--- src/rlew_pkg.sv ---
// Shared types and constants for the run-length image to display writer.
`timescale 1ns / 1ps

package rlew_pkg;

	localparam int DataW = 8;

	// Configuration register indexes.
	localparam logic [1:0] CfgOriginX  = 2'd0;
	localparam logic [1:0] CfgOriginY  = 2'd1;
	localparam logic [1:0] CfgRowWidth = 2'd2;

	// Headers above this value announce a packed run.
	localparam logic [DataW-1:0] PackedBias = 8'd127;

	localparam int JobqDepth  = 2;
	localparam int JobqPtrW   = $clog2(JobqDepth);
	localparam int JobqCountW = $clog2(JobqDepth + 1);

	// One unit of work for the back end: write data count times. A zero count
	// only carries the end-of-image clear.
	typedef struct packed {
		logic [DataW-1:0] data;
		logic [DataW-1:0] count;
		logic             eoi;
	} job_t;

	typedef struct packed {
		logic [DataW-1:0] first_data;
		logic             first_move;
		logic [DataW-1:0] first_row;
		logic             second_valid;
		logic [DataW-1:0] second_data;
		logic             second_move;
		logic [DataW-1:0] second_row;
		logic             last_of_run;
	} result_t;

endpackage

--- src/rle_image_to_lcd_writer.sv ---
// Top level of the run-length image decoder that feeds display data writes.
//
//   channel   direction  handshake          payload
//   input     in         push / full        code_byte, end_of_image
//   result    out        empty / pop        first_*, second_*, last_of_run
//   config    in         cfg_valid / ready  cfg_index, cfg_data
//
// Input bytes stall while the job queue is full; a literal byte gives one result.
// A run of n bytes gives ceil(n/2) results, one per cycle while they are popped.
// A two-entry job queue lets the parser take header bytes while the writer expands.
// The writer stalls only on a held result; nothing waits on a clearing pass.
// Reset clears all control state; the registers return to their reset values.
`timescale 1ns / 1ps

module rle_image_to_lcd_writer
	import rlew_pkg::*;
(
	input  logic             clk,
	input  logic             arst_n,
	input  logic             push,
	output logic             full,
	input  logic [DataW-1:0] code_byte,
	input  logic             end_of_image,
	output logic             empty,
	input  logic             pop,
	output logic [DataW-1:0] first_data,
	output logic             first_move,
	output logic [DataW-1:0] first_row,
	output logic             second_valid,
	output logic [DataW-1:0] second_data,
	output logic             second_move,
	output logic [DataW-1:0] second_row,
	output logic             last_of_run,
	input  logic             cfg_valid,
	output logic             cfg_ready,
	input  logic [1:0]       cfg_index,
	input  logic [DataW-1:0] cfg_data
);

	// The origin column is applied by the display side of each move, so only
	// the row origin and the row width are kept here.
	logic [DataW-1:0] origin_y_q;
	logic [DataW-1:0] row_width_q;

	logic    q_full;
	logic    job_push;
	job_t    push_job;
	logic    head_valid;
	job_t    head;
	logic    job_pop;
	result_t res;

	assign cfg_ready = 1'b1;

	always_ff @(posedge clk or negedge arst_n) begin
		if (!arst_n) begin
			origin_y_q  <= '0;
			row_width_q <= 8'd1;
		end else if (cfg_valid) begin
			case (cfg_index)
				CfgOriginY:  origin_y_q  <= cfg_data;
				CfgRowWidth: row_width_q <= cfg_data;
				default: ;
			endcase
		end
	end

	rlew_front u_front (
		.clk          (clk),
		.arst_n       (arst_n),
		.push         (push),
		.code_byte    (code_byte),
		.end_of_image (end_of_image),
		.q_full       (q_full),
		.full         (full),
		.job_push     (job_push),
		.job          (push_job)
	);

	rlew_jobq u_jobq (
		.clk        (clk),
		.arst_n     (arst_n),
		.push       (job_push),
		.push_job   (push_job),
		.full       (q_full),
		.pop        (job_pop),
		.head_valid (head_valid),
		.head       (head)
	);

	rlew_back u_back (
		.clk       (clk),
		.arst_n    (arst_n),
		.origin_y  (origin_y_q),
		.row_width (row_width_q),
		.job_valid (head_valid),
		.job       (head),
		.job_pop   (job_pop),
		.pop       (pop),
		.empty     (empty),
		.res       (res)
	);

	assign first_data   = res.first_data;
	assign first_move   = res.first_move;
	assign first_row    = res.first_row;
	assign second_valid = res.second_valid;
	assign second_data  = res.second_data;
	assign second_move  = res.second_move;
	assign second_row   = res.second_row;
	assign last_of_run  = res.last_of_run;

endmodule

--- src/rlew_front.sv ---
// Front end: parses header, run and literal bytes into jobs.
`timescale 1ns / 1ps

module rlew_front
	import rlew_pkg::*;
(
	input  logic             clk,
	input  logic             arst_n,
	input  logic             push,
	input  logic [DataW-1:0] code_byte,
	input  logic             end_of_image,
	input  logic             q_full,
	output logic             full,
	output logic             job_push,
	output job_t             job
);

	localparam logic [1:0] PhHeader  = 2'd0;
	localparam logic [1:0] PhPacked  = 2'd1;
	localparam logic [1:0] PhLiteral = 2'd2;

	logic [1:0]       phase_q, phase_d;
	logic [DataW-1:0] left_q, left_d;
	logic             accept;
	logic             make_job;
	logic [DataW-1:0] job_count;

	assign full   = q_full;
	assign accept = push && !q_full;

	always_comb begin
		phase_d   = phase_q;
		left_d    = left_q;
		make_job  = 1'b0;
		job_count = '0;
		case (phase_q)
			PhHeader: begin
				if (code_byte > PackedBias) begin
					left_d  = code_byte - PackedBias;
					phase_d = PhPacked;
				end else begin
					left_d  = code_byte + 8'd1;
					phase_d = PhLiteral;
				end
			end
			PhPacked: begin
				make_job  = 1'b1;
				job_count = left_q;
				left_d    = '0;
				phase_d   = PhHeader;
			end
			PhLiteral: begin
				make_job  = 1'b1;
				job_count = 8'd1;
				if (left_q != '0) begin
					left_d = left_q - 8'd1;
				end
				if (left_q <= 8'd1) begin
					phase_d = PhHeader;
				end
			end
			default: begin
				phase_d = PhHeader;
				left_d  = '0;
			end
		endcase
		// A byte that ends the image still has to clear the back end.
		if (end_of_image) begin
			make_job = 1'b1;
			phase_d  = PhHeader;
			left_d   = '0;
		end
	end

	assign job_push  = accept && make_job;
	assign job.data  = code_byte;
	assign job.count = job_count;
	assign job.eoi   = end_of_image;

	always_ff @(posedge clk or negedge arst_n) begin
		if (!arst_n) begin
			phase_q <= PhHeader;
			left_q  <= '0;
		end else if (accept) begin
			phase_q <= phase_d;
			left_q  <= left_d;
		end
	end

endmodule

--- src/rlew_jobq.sv ---
// Short job queue between the parser and the writer.
`timescale 1ns / 1ps

module rlew_jobq
	import rlew_pkg::*;
(
	input  logic clk,
	input  logic arst_n,
	input  logic push,
	input  job_t push_job,
	output logic full,
	input  logic pop,
	output logic head_valid,
	output job_t head
);

	job_t                  mem_q [JobqDepth];
	logic [JobqPtrW-1:0]   wr_ptr_q;
	logic [JobqPtrW-1:0]   rd_ptr_q;
	logic [JobqCountW-1:0] count_q;
	logic                  do_push;
	logic                  do_pop;

	assign full       = count_q == JobqCountW'(JobqDepth);
	assign head_valid = count_q != '0;
	assign head       = mem_q[rd_ptr_q];
	assign do_push    = push && !full;
	assign do_pop     = pop && head_valid;

	always_ff @(posedge clk) begin
		if (do_push) begin
			mem_q[wr_ptr_q] <= push_job;
		end
	end

	always_ff @(posedge clk or negedge arst_n) begin
		if (!arst_n) begin
			wr_ptr_q <= '0;
			rd_ptr_q <= '0;
			count_q  <= '0;
		end else begin
			if (do_push) begin
				wr_ptr_q <= wr_ptr_q + JobqPtrW'(1);
			end
			if (do_pop) begin
				rd_ptr_q <= rd_ptr_q + JobqPtrW'(1);
			end
			if (do_push && !do_pop) begin
				count_q <= count_q + JobqCountW'(1);
			end else if (do_pop && !do_push) begin
				count_q <= count_q - JobqCountW'(1);
			end
		end
	end

	a_no_overflow: assert property (@(posedge clk) disable iff (!arst_n)
		count_q <= JobqCountW'(JobqDepth))
		else $error("job queue count beyond its depth");

	a_no_push_when_full: assert property (@(posedge clk) disable iff (!arst_n)
		!(push && full))
		else $error("parser pushed a job into a full queue");

endmodule

--- src/rlew_back.sv ---
// Back end: expands jobs into byte pairs with cursor moves and holds the result.
`timescale 1ns / 1ps

module rlew_back
	import rlew_pkg::*;
(
	input  logic             clk,
	input  logic             arst_n,
	input  logic [DataW-1:0] origin_y,
	input  logic [DataW-1:0] row_width,
	input  logic             job_valid,
	input  job_t             job,
	output logic             job_pop,
	input  logic             pop,
	output logic             empty,
	output result_t          res
);

	logic [DataW-1:0] done_q;
	logic [DataW-1:0] column_q;
	logic [DataW-1:0] row_q;
	logic             move_q;
	logic             out_valid_q;
	result_t          res_q;

	logic [DataW-1:0] remaining;
	logic             has_bytes;
	logic             can_emit;
	logic             two;
	logic             last;

	logic [DataW-1:0] col1, col_a, col2, col_b;
	logic             wrap1, wrap2;
	logic [DataW-1:0] row_a, row_b;
	result_t          res_d;

	assign remaining = job.count - done_q;
	assign has_bytes = job.count != '0;
	assign can_emit  = job_valid && has_bytes && (!out_valid_q || pop);
	assign two       = remaining >= 8'd2;
	assign last      = remaining <= 8'd2;
	assign job_pop   = job_valid && (!has_bytes || (can_emit && last));

	// Two column steps in one cycle; the second sees the first one's wrap.
	always_comb begin
		col1  = column_q + 8'd1;
		wrap1 = col1 >= row_width;
		col_a = wrap1 ? '0 : col1;
		row_a = row_q + (wrap1 ? 8'd1 : 8'd0);
		col2  = col_a + 8'd1;
		wrap2 = col2 >= row_width;
		col_b = wrap2 ? '0 : col2;
		row_b = row_a + (wrap2 ? 8'd1 : 8'd0);

		res_d.first_data   = job.data;
		res_d.first_move   = move_q;
		res_d.first_row    = move_q ? origin_y + row_q : '0;
		res_d.second_valid = two;
		res_d.second_data  = two ? job.data : '0;
		res_d.second_move  = two && wrap1;
		res_d.second_row   = (two && wrap1) ? origin_y + row_a : '0;
		res_d.last_of_run  = last;
	end

	always_ff @(posedge clk or negedge arst_n) begin
		if (!arst_n) begin
			done_q      <= '0;
			column_q    <= '0;
			row_q       <= '0;
			move_q      <= 1'b1;
			out_valid_q <= 1'b0;
		end else begin
			if (can_emit) begin
				done_q <= last ? '0 : done_q + 8'd2;
				if (two) begin
					column_q <= col_b;
					row_q    <= row_b;
					move_q   <= wrap2;
				end else begin
					column_q <= col_a;
					row_q    <= row_a;
					move_q   <= wrap1;
				end
				out_valid_q <= 1'b1;
			end else if (pop) begin
				out_valid_q <= 1'b0;
			end
			// End of image: the cursor returns to the origin and a move is made pending.
			if (job_pop && job.eoi) begin
				column_q <= '0;
				row_q    <= '0;
				move_q   <= 1'b1;
			end
		end
	end

	always_ff @(posedge clk) begin
		if (can_emit) begin
			res_q <= res_d;
		end
	end

	assign empty = !out_valid_q;
	assign res   = res_q;

	a_done_in_range: assert property (@(posedge clk) disable iff (!arst_n)
		job_valid && has_bytes |-> done_q < job.count)
		else $error("byte progress passed the job's count");

	a_eoi_clears: assert property (@(posedge clk) disable iff (!arst_n)
		job_pop && job.eoi |=> column_q == '0 && row_q == '0 && move_q)
		else $error("end of image did not clear the cursor state");

endmodule
--- config.mk ---
export PLATFORM = sky130hd
export DESIGN_NAME = rle_image_to_lcd_writer
export DESIGN_NICKNAME = d
export VERILOG_FILES = /design/src/rlew_pkg.sv /design/src/rle_image_to_lcd_writer.sv /design/src/rlew_front.sv /design/src/rlew_jobq.sv /design/src/rlew_back.sv
export SDC_FILE = /design/constraint.sdc
export NUM_CORES = 1
export LEC_CHECK = 0
export BUFFER_PORTS_ARGS = -buffer_cell sky130_fd_sc_hd__buf_2
export CORE_ASPECT_RATIO = 1.2
export CORE_UTILIZATION = 54
export CTS_CLUSTER_SIZE = 20
export DETAILED_ROUTE_END_ITERATION = 8
export PLACE_DENSITY = 0.81
export RECOVER_POWER = 50
export SLEW_MARGIN = 20
export SYNTH_ARGS = -nofsm -noshare
export SYNTH_HDL_FRONTEND = slang
export SYNTH_SLANG_ARGS = --single-unit
--- constraint.sdc ---
create_clock -name clk -period 5.3 [get_ports clk]
set_clock_uncertainty 0.05 [all_clocks]
set_input_delay 1.06 -clock clk [delete_from_list [all_inputs] [get_ports clk]]
set_output_delay 1.06 -clock clk [all_outputs]
set_load 0.01 [all_outputs]
# Yosys cells after proc, flatten, opt, wreduce, memory -nomap -nowiden
# Memories as Yosys holds them, arrays and structs flattened.
# Cells that the tools add are included.
dict set report word_totals {
  n_memories 1
  elab_cells 111
  register_bits 92
  ramBits 34
}
dict set report op_classes {
  reduce_logical 31
  n_eq_ne 7
  n_addsub 15
  muxes 31
  n_lt_le_gt_ge 6
}
# memory words word_bits rd rd_ports_with_merged_regs wr line_no
set mem_list {}
lappend mem_list {u_jobq.mem_q 2 17 1 0 1 rlew_jobq.sv:17} ;# job_t mem_q [JobqDepth];
# op n
set op_table {}
lappend op_table {{$mux 8} 12}
lappend op_table {{$add 8x8->8} 4}
lappend op_table {{$pmux 8 s2} 2}
lappend op_table {{$add 8x1->8 const B} 3}
lappend op_table {{$ge 8x8->1} 2}
lappend op_table {{$reduce_bool 8->1} 2}
lappend op_table {{$logic_and 1x1->1} 12}
lappend op_table {{$mux 1} 11}
lappend op_table {{$mux 2} 5}
lappend op_table {{$add 8x2->8 const B} 1}
lappend op_table {{$ge 8x2->1 const B} 1}
lappend op_table {{$gt 8x7->1 const B} 1}
lappend op_table {{$le 8x1->1 const B} 1}
lappend op_table {{$le 8x2->1 const B} 1}
lappend op_table {{$reduce_and 2->1} 4}
lappend op_table {{$reduce_bool 2->1} 4}
lappend op_table {{$sub 8x1->8 const B} 1}
lappend op_table {{$sub 8x7->8 const B} 1}
lappend op_table {{$sub 8x8->8} 1}
lappend op_table {{$eq 2x2->1 const B} 3}
lappend op_table {{$ne 3x2->1 const B} 2}
lappend op_table {{$logic_not 1->1} 5}
lappend op_table {{$eq 2x1->1 const B} 2}
lappend op_table {{$pmux 2 s2} 1}
lappend op_table {{6 further kinds} 8}

# Logic depth before layout (Yosys ltp)
# Gate-level depths: netlist (run 1).
# An unclocked memory read counts as a cell.
dict set report logic_depth {
  ltp_word 11
  mapped_depth 29
  ltp_nobuf 27
}

# Hierarchy
# Synthesis (run 1) repeated with hierarchy kept, for this count alone.
dict set report hier_totals {
  cells_unflattened 687
  area_unflattened_um2 7492.2
}
# module cells_each n_inst seq_area_each_um2 area_per_inst_um2
set by_module_without_submodules {}
lappend by_module_without_submodules {rlew_back 466 1 1707.9 4433.0}
lappend by_module_without_submodules {rlew_jobq 72 1 1121.1 1477.7}
lappend by_module_without_submodules {rlew_front 113 1 250.2 948.4}
lappend by_module_without_submodules {rle_image_to_lcd_writer 36 1 401.6 633.1}

# Worst setup path after synthesis (run 1)
# Ideal clock, no wire load.
dict set report synth_path {
  path_type {register to register}
  start {register u_back.column_q[0]}
  end {register u_back.row_q[7]}
  path_buffers 2
  arrival_ns 5.194
  stages_incl_launch_ff 29
  slack_ns -0.069
  required_time_ns 5.126
  path_cell_list {dfrtp_1 -> ha_1 -> nand3_1 -> xnor2_1 -> ha_1 -> and2_1 -> o21ai_0 -> o21ai_0 -> o22ai_1 -> inv_1 -> clkbuf_1 -> nor2_1 -> ha_1 -> nand3_1 -> and2_1 -> o21a_1 -> ha_1 -> and3_1 -> a21oi_1 -> o21ai_0 -> o41a_1 -> clkbuf_1 -> ha_1 -> and3_1 -> and3_1 -> o221ai_1 -> and2_1 -> nor4_1 -> or2_1}
}
dict set report synth_between {
  elab_chain_len 10
  elab_cells_between_ends 12
  cone_classes {4 x add/sub; 2 x order compare; 6 x mux}
}
# item line_no
set synth_rtl {}
lappend synth_rtl {{start: declaration} rlew_back.sv:20} ;# logic [DataW-1:0] column_q;
lappend synth_rtl {{start signal: assignment} rlew_back.sv:76} ;# column_q <= col_b;
lappend synth_rtl {{start signal: assignment} rlew_back.sv:80} ;# column_q <= col_a;
lappend synth_rtl {{$add 8x1->8 (*)} rlew_back.sv:46} ;# col1 = column_q + 8'd1;
lappend synth_rtl {{$ge 8x8->1} rlew_back.sv:47} ;# wrap1 = col1 >= row_width;
lappend synth_rtl {{$mux 8} rlew_back.sv:48} ;# col_a = wrap1 ? '0 : col1;
lappend synth_rtl {{$add 8x1->8} rlew_back.sv:50} ;# col2 = col_a + 8'd1;
lappend synth_rtl {{$ge 8x8->1} rlew_back.sv:51} ;# wrap2 = col2 >= row_width;
lappend synth_rtl {{$mux 1} rlew_back.sv:53} ;# row_b = row_a + (wrap2 ? 8'd1 : 8'd0);
lappend synth_rtl {{$add 8x8->8} rlew_back.sv:53}
lappend synth_rtl {{$mux 8 (*)} rlew_back.sv:75} ;# if (two) begin
lappend synth_rtl {{$mux 8 (*)} rlew_back.sv:73} ;# if (can_emit) begin
lappend synth_rtl {{$mux 8 (*)} rlew_back.sv:89} ;# if (job_pop && job.eoi) begin
lappend synth_rtl {{end signal: assignment} rlew_back.sv:77} ;# row_q <= row_b;
lappend synth_rtl {{end signal: assignment} rlew_back.sv:81} ;# row_q <= row_a;
lappend synth_rtl {{end: declaration} rlew_back.sv:21} ;# logic [DataW-1:0] row_q;
# Every way passes the cells marked *; elsewhere a longest branch is shown, timed or not. The select of a mux whose other input is x is not followed.
# A chain may end at the register's enable or synchronous reset.

# Worst setup path in the final report (run 1)
dict set report layout_path {
  start {register u_back.column_q[1]}
  end {register u_back.row_q[7]}
}
# Same word-level chain as after synthesis.

==> results of run 1 <==
-- repair_timing --
item	4_1_cts	5_1_grt
endpoints found under the setup margin	2	14
setup buffers	0	5
resized for setup	1	15
pin swaps	0	7
-- stage by stage --
stage | total power, µW | hold slack [ps] | worst slack, ps | instances
6_report | 5150 | 442 | 230 | 899
5_1_grt | 5520 | 467 | -43.9 | 899
4_1_cts | 5050 | 446 | 50.9 | 894
3_5_place_dp | 3870 | 435 | -12.1 | 862
3_3_place_gp | 3740 | 426 | 203 | 862
2_1_floorplan | 3250 | 410 | 8.97 | 641
-- worst reg2reg max path: stages (launching register included) --
cell and delay, ps:
sky130_fd_sc_hd__dfrtp_1 430, sky130_fd_sc_hd__ha_4 190, sky130_fd_sc_hd__nand3_2 100, sky130_fd_sc_hd__xnor2_2 260
sky130_fd_sc_hd__ha_1 280, sky130_fd_sc_hd__and2_1 160, sky130_fd_sc_hd__o21ai_1 120, sky130_fd_sc_hd__o21ai_1 90
sky130_fd_sc_hd__o22ai_2 210, sky130_fd_sc_hd__buf_4 160, sky130_fd_sc_hd__and2_1 150, sky130_fd_sc_hd__ha_4 150
sky130_fd_sc_hd__nand3_2 80, sky130_fd_sc_hd__and2_1 180, sky130_fd_sc_hd__o21a_1 200, sky130_fd_sc_hd__ha_4 220
sky130_fd_sc_hd__and3_1 150, sky130_fd_sc_hd__a21oi_1 110, sky130_fd_sc_hd__o21ai_0 90, sky130_fd_sc_hd__o41a_1 420
sky130_fd_sc_hd__ha_2 210, sky130_fd_sc_hd__and3_1 160, sky130_fd_sc_hd__and3_1 190, sky130_fd_sc_hd__o221ai_1 160
sky130_fd_sc_hd__and2_4 180, sky130_fd_sc_hd__nor4_1 40, sky130_fd_sc_hd__or2_1 210
-- final cells by class --
| cell class | instances | area, µm² |
|---|---|---|
| timing repair buffer | 76 | 392 |
| clock inverter | 13 | 155 |
| fill | 944 | 4430 |
| multi-input combinational | 463 | 3480 |
| tap | 164 | 205 |
| sequential | 125 | 3480 |
| inverter | 39 | 148 |
| clock buffer | 19 | 433 |
-- report_power, final --
group          switching, µW  internal, µW
Sequential               239          1410
Combinational           1340          1010
Clock                    450           703
Total                   2030          3120
-- synth_stat cells (3+ instances only) --
library cell and instances:
sky130_fd_sc_hd__nor4_1 5, sky130_fd_sc_hd__nand4_1 3, sky130_fd_sc_hd__mux2i_1 4, sky130_fd_sc_hd__o2bb2ai_1 5
sky130_fd_sc_hd__nor2_1 37, sky130_fd_sc_hd__nand3_1 21, sky130_fd_sc_hd__a22oi_1 9, sky130_fd_sc_hd__edfxtp_1 70
sky130_fd_sc_hd__a21oi_1 25, sky130_fd_sc_hd__o21a_1 4, sky130_fd_sc_hd__or3_1 7, sky130_fd_sc_hd__xor2_1 17
sky130_fd_sc_hd__nand2b_1 9, sky130_fd_sc_hd__a311oi_1 3, sky130_fd_sc_hd__fa_1 3, sky130_fd_sc_hd__mux2_2 31
sky130_fd_sc_hd__o21bai_1 5, sky130_fd_sc_hd__nand3b_1 4, sky130_fd_sc_hd__dfrtp_1 53, sky130_fd_sc_hd__xnor2_1 27
sky130_fd_sc_hd__o21ai_0 39, sky130_fd_sc_hd__nand2_1 36, sky130_fd_sc_hd__and3_1 21, sky130_fd_sc_hd__o211ai_1 3
sky130_fd_sc_hd__nor2b_1 8, sky130_fd_sc_hd__clkbuf_1 8, sky130_fd_sc_hd__a21o_1 10, sky130_fd_sc_hd__buf_4 3
sky130_fd_sc_hd__inv_1 37, sky130_fd_sc_hd__ha_1 50, sky130_fd_sc_hd__nor3_1 15, sky130_fd_sc_hd__and2_1 25
sky130_fd_sc_hd__o22ai_1 3
-- registers in the layout, indices dropped and copies added, names as in the netlist, 2 cells and up --
register	flops
u_front.phase_q	2
u_back.res	36
u_back.column_q	8
origin_y_q	8
u_back.row_q	8
u_jobq.count_q	2
row_width_q	8
u_front.left_q	8
u_jobq.mem_q	34
u_back.done_q	7
-- kinds of logic (layout without fill, tap and decap cells) --
group                    count (synthesis)  in the layout  share of synthesized area
adder cells (fa/ha/maj)                 53             53                     0.0967
other                                    1              2                   0.000529
buffers and inverters                   53            147                     0.0300
XOR/XNOR                                44             44                     0.0543
flip-flops                             125            125                      0.491
AO/OA/AOI/OAI                          126            126                      0.120
multiplexers                            35             35                     0.0549
AND/OR/NAND/NOR                        203            203                      0.153
-- layout by cell type (no fill, tap or decap), types with 15 or more instances in the layout --
cell type                    n
sky130_fd_sc_hd__and3_1     21
sky130_fd_sc_hd__nand3_1    19
sky130_fd_sc_hd__o21ai_0    37
sky130_fd_sc_hd__clkbuf_1   19
sky130_fd_sc_hd__ha_1       46
sky130_fd_sc_hd__a21oi_1    25
sky130_fd_sc_hd__mux2_2     23
sky130_fd_sc_hd__nor2_1     35
sky130_fd_sc_hd__buf_2      46
sky130_fd_sc_hd__inv_1      36
sky130_fd_sc_hd__nor3_1     15
sky130_fd_sc_hd__nand2_1    36
sky130_fd_sc_hd__and2_1     23
sky130_fd_sc_hd__xor2_1     16
sky130_fd_sc_hd__dfrtp_1    53
sky130_fd_sc_hd__clkbuf_16  17
sky130_fd_sc_hd__edfxtp_1   70
sky130_fd_sc_hd__xnor2_1    26
-- per-layer routing --
layer / track usage / vias to the layer above / share of wire
met2: 0.439 / 176 / 0.54
li1: - / 2491 / -
met5: 0 / - / 0
met3: 0.0464 / 32 / 0.047
met1: 0.265 / 2508 / 0.39
met4: 0.122 / 0 / 0.030
-- how the worst max path moves through the flow --
stage	slack, ps	cells after the start	startpoint	to
global placement	200	26	u_back.column_q[0]$_DFFE_PN0P_	u_back.row_q[7]$_DFFE_PN0P_
floorplan	9	28	u_back.column_q[0]$_DFFE_PN0P_	u_back.row_q[7]$_DFFE_PN0P_
detailed placement	-10	26	u_back.column_q[1]$_DFFE_PN0P_	u_back.row_q[7]$_DFFE_PN0P_
finish	230	26	u_back.column_q[1]$_DFFE_PN0P_	u_back.row_q[7]$_DFFE_PN0P_
CTS	50	26	u_back.column_q[1]$_DFFE_PN0P_	u_back.row_q[7]$_DFFE_PN0P_
global route	-40	26	u_back.column_q[1]$_DFFE_PN0P_	u_back.row_q[7]$_DFFE_PN0P_
==> flow_summary.rst, run 1 <==
.. list-table::
   :header-rows: 1

   * - Metric
     - Value
   * - Dominant delay contributor by cell family on the critical path
     - simple AND/OR/NAND/NOR gates
   * - Final setup vio count
     - 0
   * - Synth top area share
     - 0.296
   * - Async set or reset register ratio after synthesis
     - 0.440
   * - HPWL after DPL
     - 10.8 mm
   * - Fraction of the core area covered by cells at the end of the flow
     - 0.652
   * - Routed Antenna Nets
     - 0
   * - Synthesized area divided by synthesized cell count
     - between 10 and 15 µm²
   * - Critical path required time
     - 5560 ps
   * - Clock buffers created by TritonCTS
     - 17
   * - Final Max Tran Viols
     - 56
   * - Detail-routed net length per standard cell
     - about 17 µm
   * - Endpoint of the most critical register-to-register path
     - u_back.row_q[7]$_DFFE_PN0P_
   * - Fraction of layout cells with a size suffix above 1
     - 0.186
   * - Slack of the worst reg-to-reg path
     - roughly 230 ps
   * - Via count of the first global-routing pass
     - 5279
   * - Root Buffer
     - sky130_fd_sc_hd__clkbuf_16
   * - Die X-Extent
     - 107 µm
   * - Clock edge transition at the registers on the reported setup and hold paths
     - approximately 60 ps
   * - Row Count
     - 45
   * - Worst Path Buf+Inv
     - 1
   * - Outcome
     - finished, violations left
   * - Master of the slowest instance on the critical path
     - sky130_fd_sc_hd__dfrtp_1
   * - Worst Tran Pin Value
     - between 3000 and 4000 ps
   * - DR DRC count
     - 0
   * - Ratio of final minimum period to clock period
     - 0.957
   * - Critical register-to-register path startpoint
     - u_back.column_q[1]$_DFFE_PN0P_
   * - Category of the most critical setup path
     - reg -> reg
   * - Placeable core region
     - 12700 µm²
   * - Worst path arrival time
     - approximately 5300 ps
   * - Max_cap viols
     - 1
   * - Remaining Overflow, GRT
     - 0
   * - Leakage power figure
     - 0.00355 µW
   * - Die area
     - approximately 14000 µm²
   * - Hold-critical path depth
     - 1
   * - N_diodes
     - 0
   * - Vias/cell
     - 5.79
   * - Starting density of the core
     - 0.557
   * - Prevailing post-synth register cell
     - sky130_fd_sc_hd__edfxtp_1
   * - Cell Area, Placed
     - 7620 µm²
   * - Detailed Route Iter0 Violations
     - 269
   * - TritonCTS clock tree
     - built
   * - Sink of the worst hold path
     - u_jobq.wr_ptr_q$_DFFE_PN0P_
   * - IO Port Bufs
     - 61
   * - Detailed-router iteration count before antenna repair
     - 5
   * - Worst setup SP type
     - flip-flop
   * - Weighted congestion at the end of routability-driven global placement
     - 0.907
   * - Final-report hold violation count
     - 0
   * - Clock Latency Late Sink
     - 430 ps
   * - Pwr dens
     - a little over 600 nW/µm²
   * - Flip-flop and latch count after synthesis
     - ~130
   * - Wire length of the first global-routing pass
     - 25.2 mm
   * - Max incr delay on CP
     - 430 ps
   * - H-tree depth reported by CTS
     - 4
   * - Maximum vdd ir drop
     - 0.348 mV
   * - Worst min-delay path category
     - reg -> reg
   * - Area growth syn-to-layout
     - 17.0%
   * - Total number of clock tree sinks
     - between 100 and 150
   * - Post-synthesis sequential area ratio
     - 0.491
   * - Chip Height
     - around 130 µm
   * - Clock period minus final worst setup slack
     - 5070 ps
   * - Number of synthesis warnings
     - 0
   * - Ports
     - 63
   * - Total length of routed wires
     - around 15 mm
   * - Most area-consuming cells after synthesis
     - sky130_fd_sc_hd__edfxtp_1 30%, sky130_fd_sc_hd__dfrtp_1 19%, sky130_fd_sc_hd__ha_1 8.8%
   * - Highest clock frequency the design can meet
     - 197 MHz
   * - Post-route setup TNS
     - 0 ps
   * - Post-route cell area
     - 8290 µm²
   * - Bufs on Longest Clock Path
     - 2
   * - Post-synthesis instance total
     - 640
   * - Number of antenna violations at the first check in global routing
     - 0
   * - GRT Util Overall
     - 0.241
   * - Depth of the most critical reg-to-reg path
     - 26
   * - Netlist Area Pre-Place
     - 7090 µm²
   * - Number of enable-type register cells in the synthesized netlist
     - 70
   * - Dominant cell type by area after synthesis
     - sky130_fd_sc_hd__edfxtp_1
   * - HP Start
     - u_jobq.wr_ptr_q$_DFFE_PN0P_
   * - Nature of the critical path endpoint
     - flip-flop
   * - Relative max-transition margin
     - -1.08
   * - Pin count of the biggest net entering global routing
     - 57
   * - Number of buffers inserted by hold repair at cts
     - 0
   * - Count of nets after finishing
     - roughly 800
   * - Number of vias in the routed layout
     - roughly 5200
   * - Number of different library cells in the post-synthesis netlist
     - just under 70
   * - Failing checks
     - max-capacitance violations, max-slew violations
   * - Maximum net fanout on the critical path
     - 5
Note: power is estimated with default switching activity, not from simulation.
==> run 2, diff against run 1 <==
--- a/config.mk
+++ b/config.mk
@@ -7,10 +7,10 @@
 export LEC_CHECK = 0
 export BUFFER_PORTS_ARGS = -buffer_cell sky130_fd_sc_hd__buf_2
 export CORE_ASPECT_RATIO = 1.2
-export CORE_UTILIZATION = 54
+export CORE_UTILIZATION = 35
 export CTS_CLUSTER_SIZE = 20
 export DETAILED_ROUTE_END_ITERATION = 8
-export PLACE_DENSITY = 0.81
+export PLACE_DENSITY = 0.58
 export RECOVER_POWER = 50
 export SLEW_MARGIN = 20
 export SYNTH_ARGS = -nofsm -noshare
==> constraint.sdc (replaced) <==
create_clock -name clk -period 4.5 [get_ports clk]
set_clock_uncertainty 0.05 [all_clocks]
set_input_delay 0.9 -clock clk [delete_from_list [all_inputs] [get_ports clk]]
set_output_delay 0.9 -clock clk [all_outputs]
set_load 0.01 [all_outputs]
==> flow_summary.rst, run 2 (synthesized netlist as in run 1, its figures left out) <==
.. list-table::
   :header-rows: 1

   * - Metric
     - Value
   * - Remaining Overflow, GRT
     - 0 (unchanged)
   * - Clock period minus final worst setup slack
     - 4670 ps (was 5070 ps)
   * - H-tree depth reported by CTS
     - 4 (unchanged)
   * - Category of the most critical setup path
     - reg -> reg (unchanged)
   * - Total number of clock tree sinks
     - 125 (unchanged)
   * - Hold-critical path depth
     - 1 (unchanged)
   * - Routed length on met3
     - 524 µm (was 727 µm)
   * - TritonCTS clock tree
     - built (unchanged)
   * - Critical path required time
     - 4760 ps (was 5560 ps)
   * - Number of antenna violations at the first check in global routing
     - 0 (unchanged)
   * - Starting density of the core
     - 0.360 (was 0.557)
   * - Cell count after placement
     - 980 (was 862)
   * - Most used cells in the layout excluding fill and tap cells
     - 70 x sky130_fd_sc_hd__edfxtp_1, 52 x sky130_fd_sc_hd__dfrtp_1, 43 x sky130_fd_sc_hd__ha_1 (was 70 x sky130_fd_sc_hd__edfxtp_1, 53 x sky130_fd_sc_hd__dfrtp_1, 46 x sky130_fd_sc_hd__ha_1, 46 x sky130_fd_sc_hd__buf_2, 37 x sky130_fd_sc_hd__o21ai_0)
   * - Outcome
     - finished, violations left (unchanged)
   * - Nature of the critical path endpoint
     - flip-flop (unchanged)
   * - Post-route cell area
     - 8860 µm² (was 8290 µm²)
   * - HPWL after DPL
     - 11.8 mm (was 10.8 mm)
   * - Weighted congestion at the end of routability-driven global placement
     - 0.846 (was 0.907)
   * - Max FFs per register
     - 36 (unchanged)
   * - N_diodes
     - 0 (unchanged)
   * - Ports
     - 63 (unchanged)
   * - Fraction of layout cells with a size suffix above 1
     - 0.240 (was 0.186)
   * - Maximum vdd ir drop
     - 0.314 mV (was 0.348 mV)
   * - Final-report hold violation count
     - 0 (unchanged)
   * - Wire length the detailed router placed on met1
     - 6.74 mm (was 5.94 mm)
   * - Leakage power figure
     - 0.00367 µW (was 0.00355 µW)
   * - Clock edge transition at the registers on the reported setup and hold paths
     - 60 ps (about the same)
   * - Post-route setup TNS
     - -601 ps (was 0 ps)
   * - Non-Filler Instances
     - 1022 (was 899)
   * - Count of nets after finishing
     - 825 (was 799)
   * - Pwr dens
     - 729 nW/µm² (was 621 nW/µm²)
   * - Detailed Route Iter0 Violations
     - 190 (was 269)
   * - Root Buffer
     - sky130_fd_sc_hd__clkbuf_16 (unchanged)
   * - Final setup vio count
     - 5 (was 0)
   * - Ratio of final minimum period to clock period
     - 1.04 (was 0.957)
   * - Via count of the first global-routing pass
     - 5267 (was 5279)
   * - Amount of wire on met2 after detailed routing
     - 8.53 mm (was 8.24 mm)
   * - Depth of the most critical reg-to-reg path
     - 26 (unchanged)
   * - Worst setup SP type
     - flip-flop (unchanged)
   * - RSZ-0062 raised after global routing
     - true
   * - Highest clock frequency the design can meet
     - 214 MHz (was 197 MHz)
   * - Commonest non-fill, non-tap cell in the layout
     - sky130_fd_sc_hd__edfxtp_1 (unchanged)
   * - DR DRC count
     - 0 (unchanged)
   * - Clock buffers created by TritonCTS
     - 17 (unchanged)
   * - Pin count of the biggest net entering global routing
     - 46 (was 57)
   * - GRT Util Overall
     - 0.159 (was 0.241)
   * - Die area
     - 20800 µm² (was 13600 µm²)
   * - Area growth syn-to-layout
     - 24.9% (was 17.0%)
   * - Worst path arrival time
     - 4930 ps (was 5330 ps)
   * - Die X-Extent
     - 132 µm (was 107 µm)
   * - Number of vias in the routed layout
     - 5203 (was 5207)
   * - Total length of routed wires
     - 16.2 mm (was 15.4 mm)
   * - Placeable core region
     - 19700 µm² (was 12700 µm²)
   * - Bufs on Longest Clock Path
     - 2 (unchanged)
   * - Worst min-delay path category
     - reg -> reg (unchanged)
   * - Routed Antenna Nets
     - 0 (unchanged)
   * - Final Max Tran Viols
     - 58 (was 56)
   * - Row Count
     - 56 (was 45)
   * - Wire length of the first global-routing pass
     - 25.7 mm (was 25.2 mm)
   * - Worst Tran Pin Value
     - 1760 ps (was 3120 ps)
   * - Cell Area, Placed
     - 7990 µm² (was 7620 µm²)
   * - Number of buffers inserted by hold repair at cts
     - 0 (unchanged)
   * - Relative max-transition margin
     - -0.175 (was -1.08)
   * - Chip Height
     - 158 µm (was 128 µm)
   * - IO Port Bufs
     - 61 (unchanged)
   * - Detailed-router iteration count before antenna repair
     - 4 (was 5)
   * - Max_cap viols
     - 2 (was 1)
   * - Final worst-path setup slack
     - -173 ps (was 230 ps)
   * - Vias/cell
     - 5.09 (was 5.79)
   * - Failing checks
     - max-capacitance violations, max-slew violations, negative setup slack (was max-capacitance violations, max-slew violations)
   * - Clock Latency Late Sink
     - 420 ps (was 430 ps)
   * - Maximum net fanout on the critical path
     - 5 (unchanged)
   * - Uppermost layer routed
     - met4 (unchanged)
   * - Detail-routed net length per standard cell
     - 15.9 µm (was 17.1 µm)
==> run 2: stage by stage <==
| stage | hold WS [ps] | utilization | power, µW | worst slack (ps) |
|---|---|---|---|---|
| global placement | 427 | 0.406 | 4670 | -214 |
| floorplan | 410 | - | 3920 | -399 |
| detailed placement | 432 | 0.406 | 4760 | -338 |
| global route | 481 | 0.450 | 6910 | -358 |
| finish | 450 | 0.450 | 6460 | -173 |
| CTS | 445 | 0.442 | 6320 | -84.8 |
==> run 2: final timing paths <==
kind | slack, ps | from | endpoint
max in group asynchronous | 1260 | arst_n | origin_y_q[4]$_DFFE_PN0P_
hold / removal | 450 | u_jobq.wr_ptr_q$_DFFE_PN0P_ | u_jobq.wr_ptr_q$_DFFE_PN0P_
min in group asynchronous | 810 | arst_n | u_back.column_q[6]$_DFFE_PN0P_
hold reg to reg | 450 | u_jobq.wr_ptr_q$_DFFE_PN0P_ | u_jobq.wr_ptr_q$_DFFE_PN0P_
setup / recovery | -170 | u_back.column_q[0]$_DFFE_PN0P_ | u_back.row_q[7]$_DFFE_PN0P_
setup reg to reg | -170 | u_back.column_q[0]$_DFFE_PN0P_ | u_back.row_q[7]$_DFFE_PN0P_
==> run 2: layer usage <==
layer  vias to the layer above  global-route usage
met5                         -                   0
met4                         0              0.0803
met3                        34              0.0327
met2                        98               0.290
met1                      2522               0.175
li1                       2549                   -
==> run 2: power by group <==
part | leakage, µW | switching, µW | total (µW) | internal, µW
sequential | 0.00134 | 260 | 1920 | 1660
combinational | 0.00202 | 1710 | 3070 | 1360
clock | 0.000303 | 524 | 1470 | 949
==> run 2: cell type report <==
cell class | instances | area (µm²)
clock buffers | 20 | 447
fillers | 1823 | 10800
multi-input cells | 463 | 3700
clock inverters | 12 | 186
repair buffers | 102 | 572
well taps | 261 | 327
inverters | 39 | 146
flip-flops and latches | 125 | 3480
==> run 2: worst max-delay path: stages (launching register included) <==
cell	delay, ps
sky130_fd_sc_hd__dfrtp_2	440
sky130_fd_sc_hd__ha_4	180
sky130_fd_sc_hd__nand3_4	90
sky130_fd_sc_hd__xnor2_4	210
sky130_fd_sc_hd__ha_4	230
sky130_fd_sc_hd__and2_4	160
sky130_fd_sc_hd__o21ai_2	120
sky130_fd_sc_hd__o21ai_2	90
sky130_fd_sc_hd__o22ai_4	160
sky130_fd_sc_hd__inv_2	70
sky130_fd_sc_hd__nor2_4	140
sky130_fd_sc_hd__ha_4	160
sky130_fd_sc_hd__nand3_4	70
sky130_fd_sc_hd__and2_4	140
sky130_fd_sc_hd__o21a_1	220
sky130_fd_sc_hd__ha_4	230
sky130_fd_sc_hd__and3_4	140
sky130_fd_sc_hd__a21oi_2	90
sky130_fd_sc_hd__o21ai_1	70
sky130_fd_sc_hd__o41a_1	440
sky130_fd_sc_hd__ha_4	190
sky130_fd_sc_hd__and3_4	150
sky130_fd_sc_hd__and2_4	150
sky130_fd_sc_hd__o221ai_2	130
sky130_fd_sc_hd__and2_4	180
sky130_fd_sc_hd__nor4_1	50
sky130_fd_sc_hd__or2_1	220
==> run 2: timing repair <==
item,in CTS,in global routing
setup endpoints to repair,13,14
buffers inserted,5,5
pin swaps,13,17
gates resized for setup,8,29
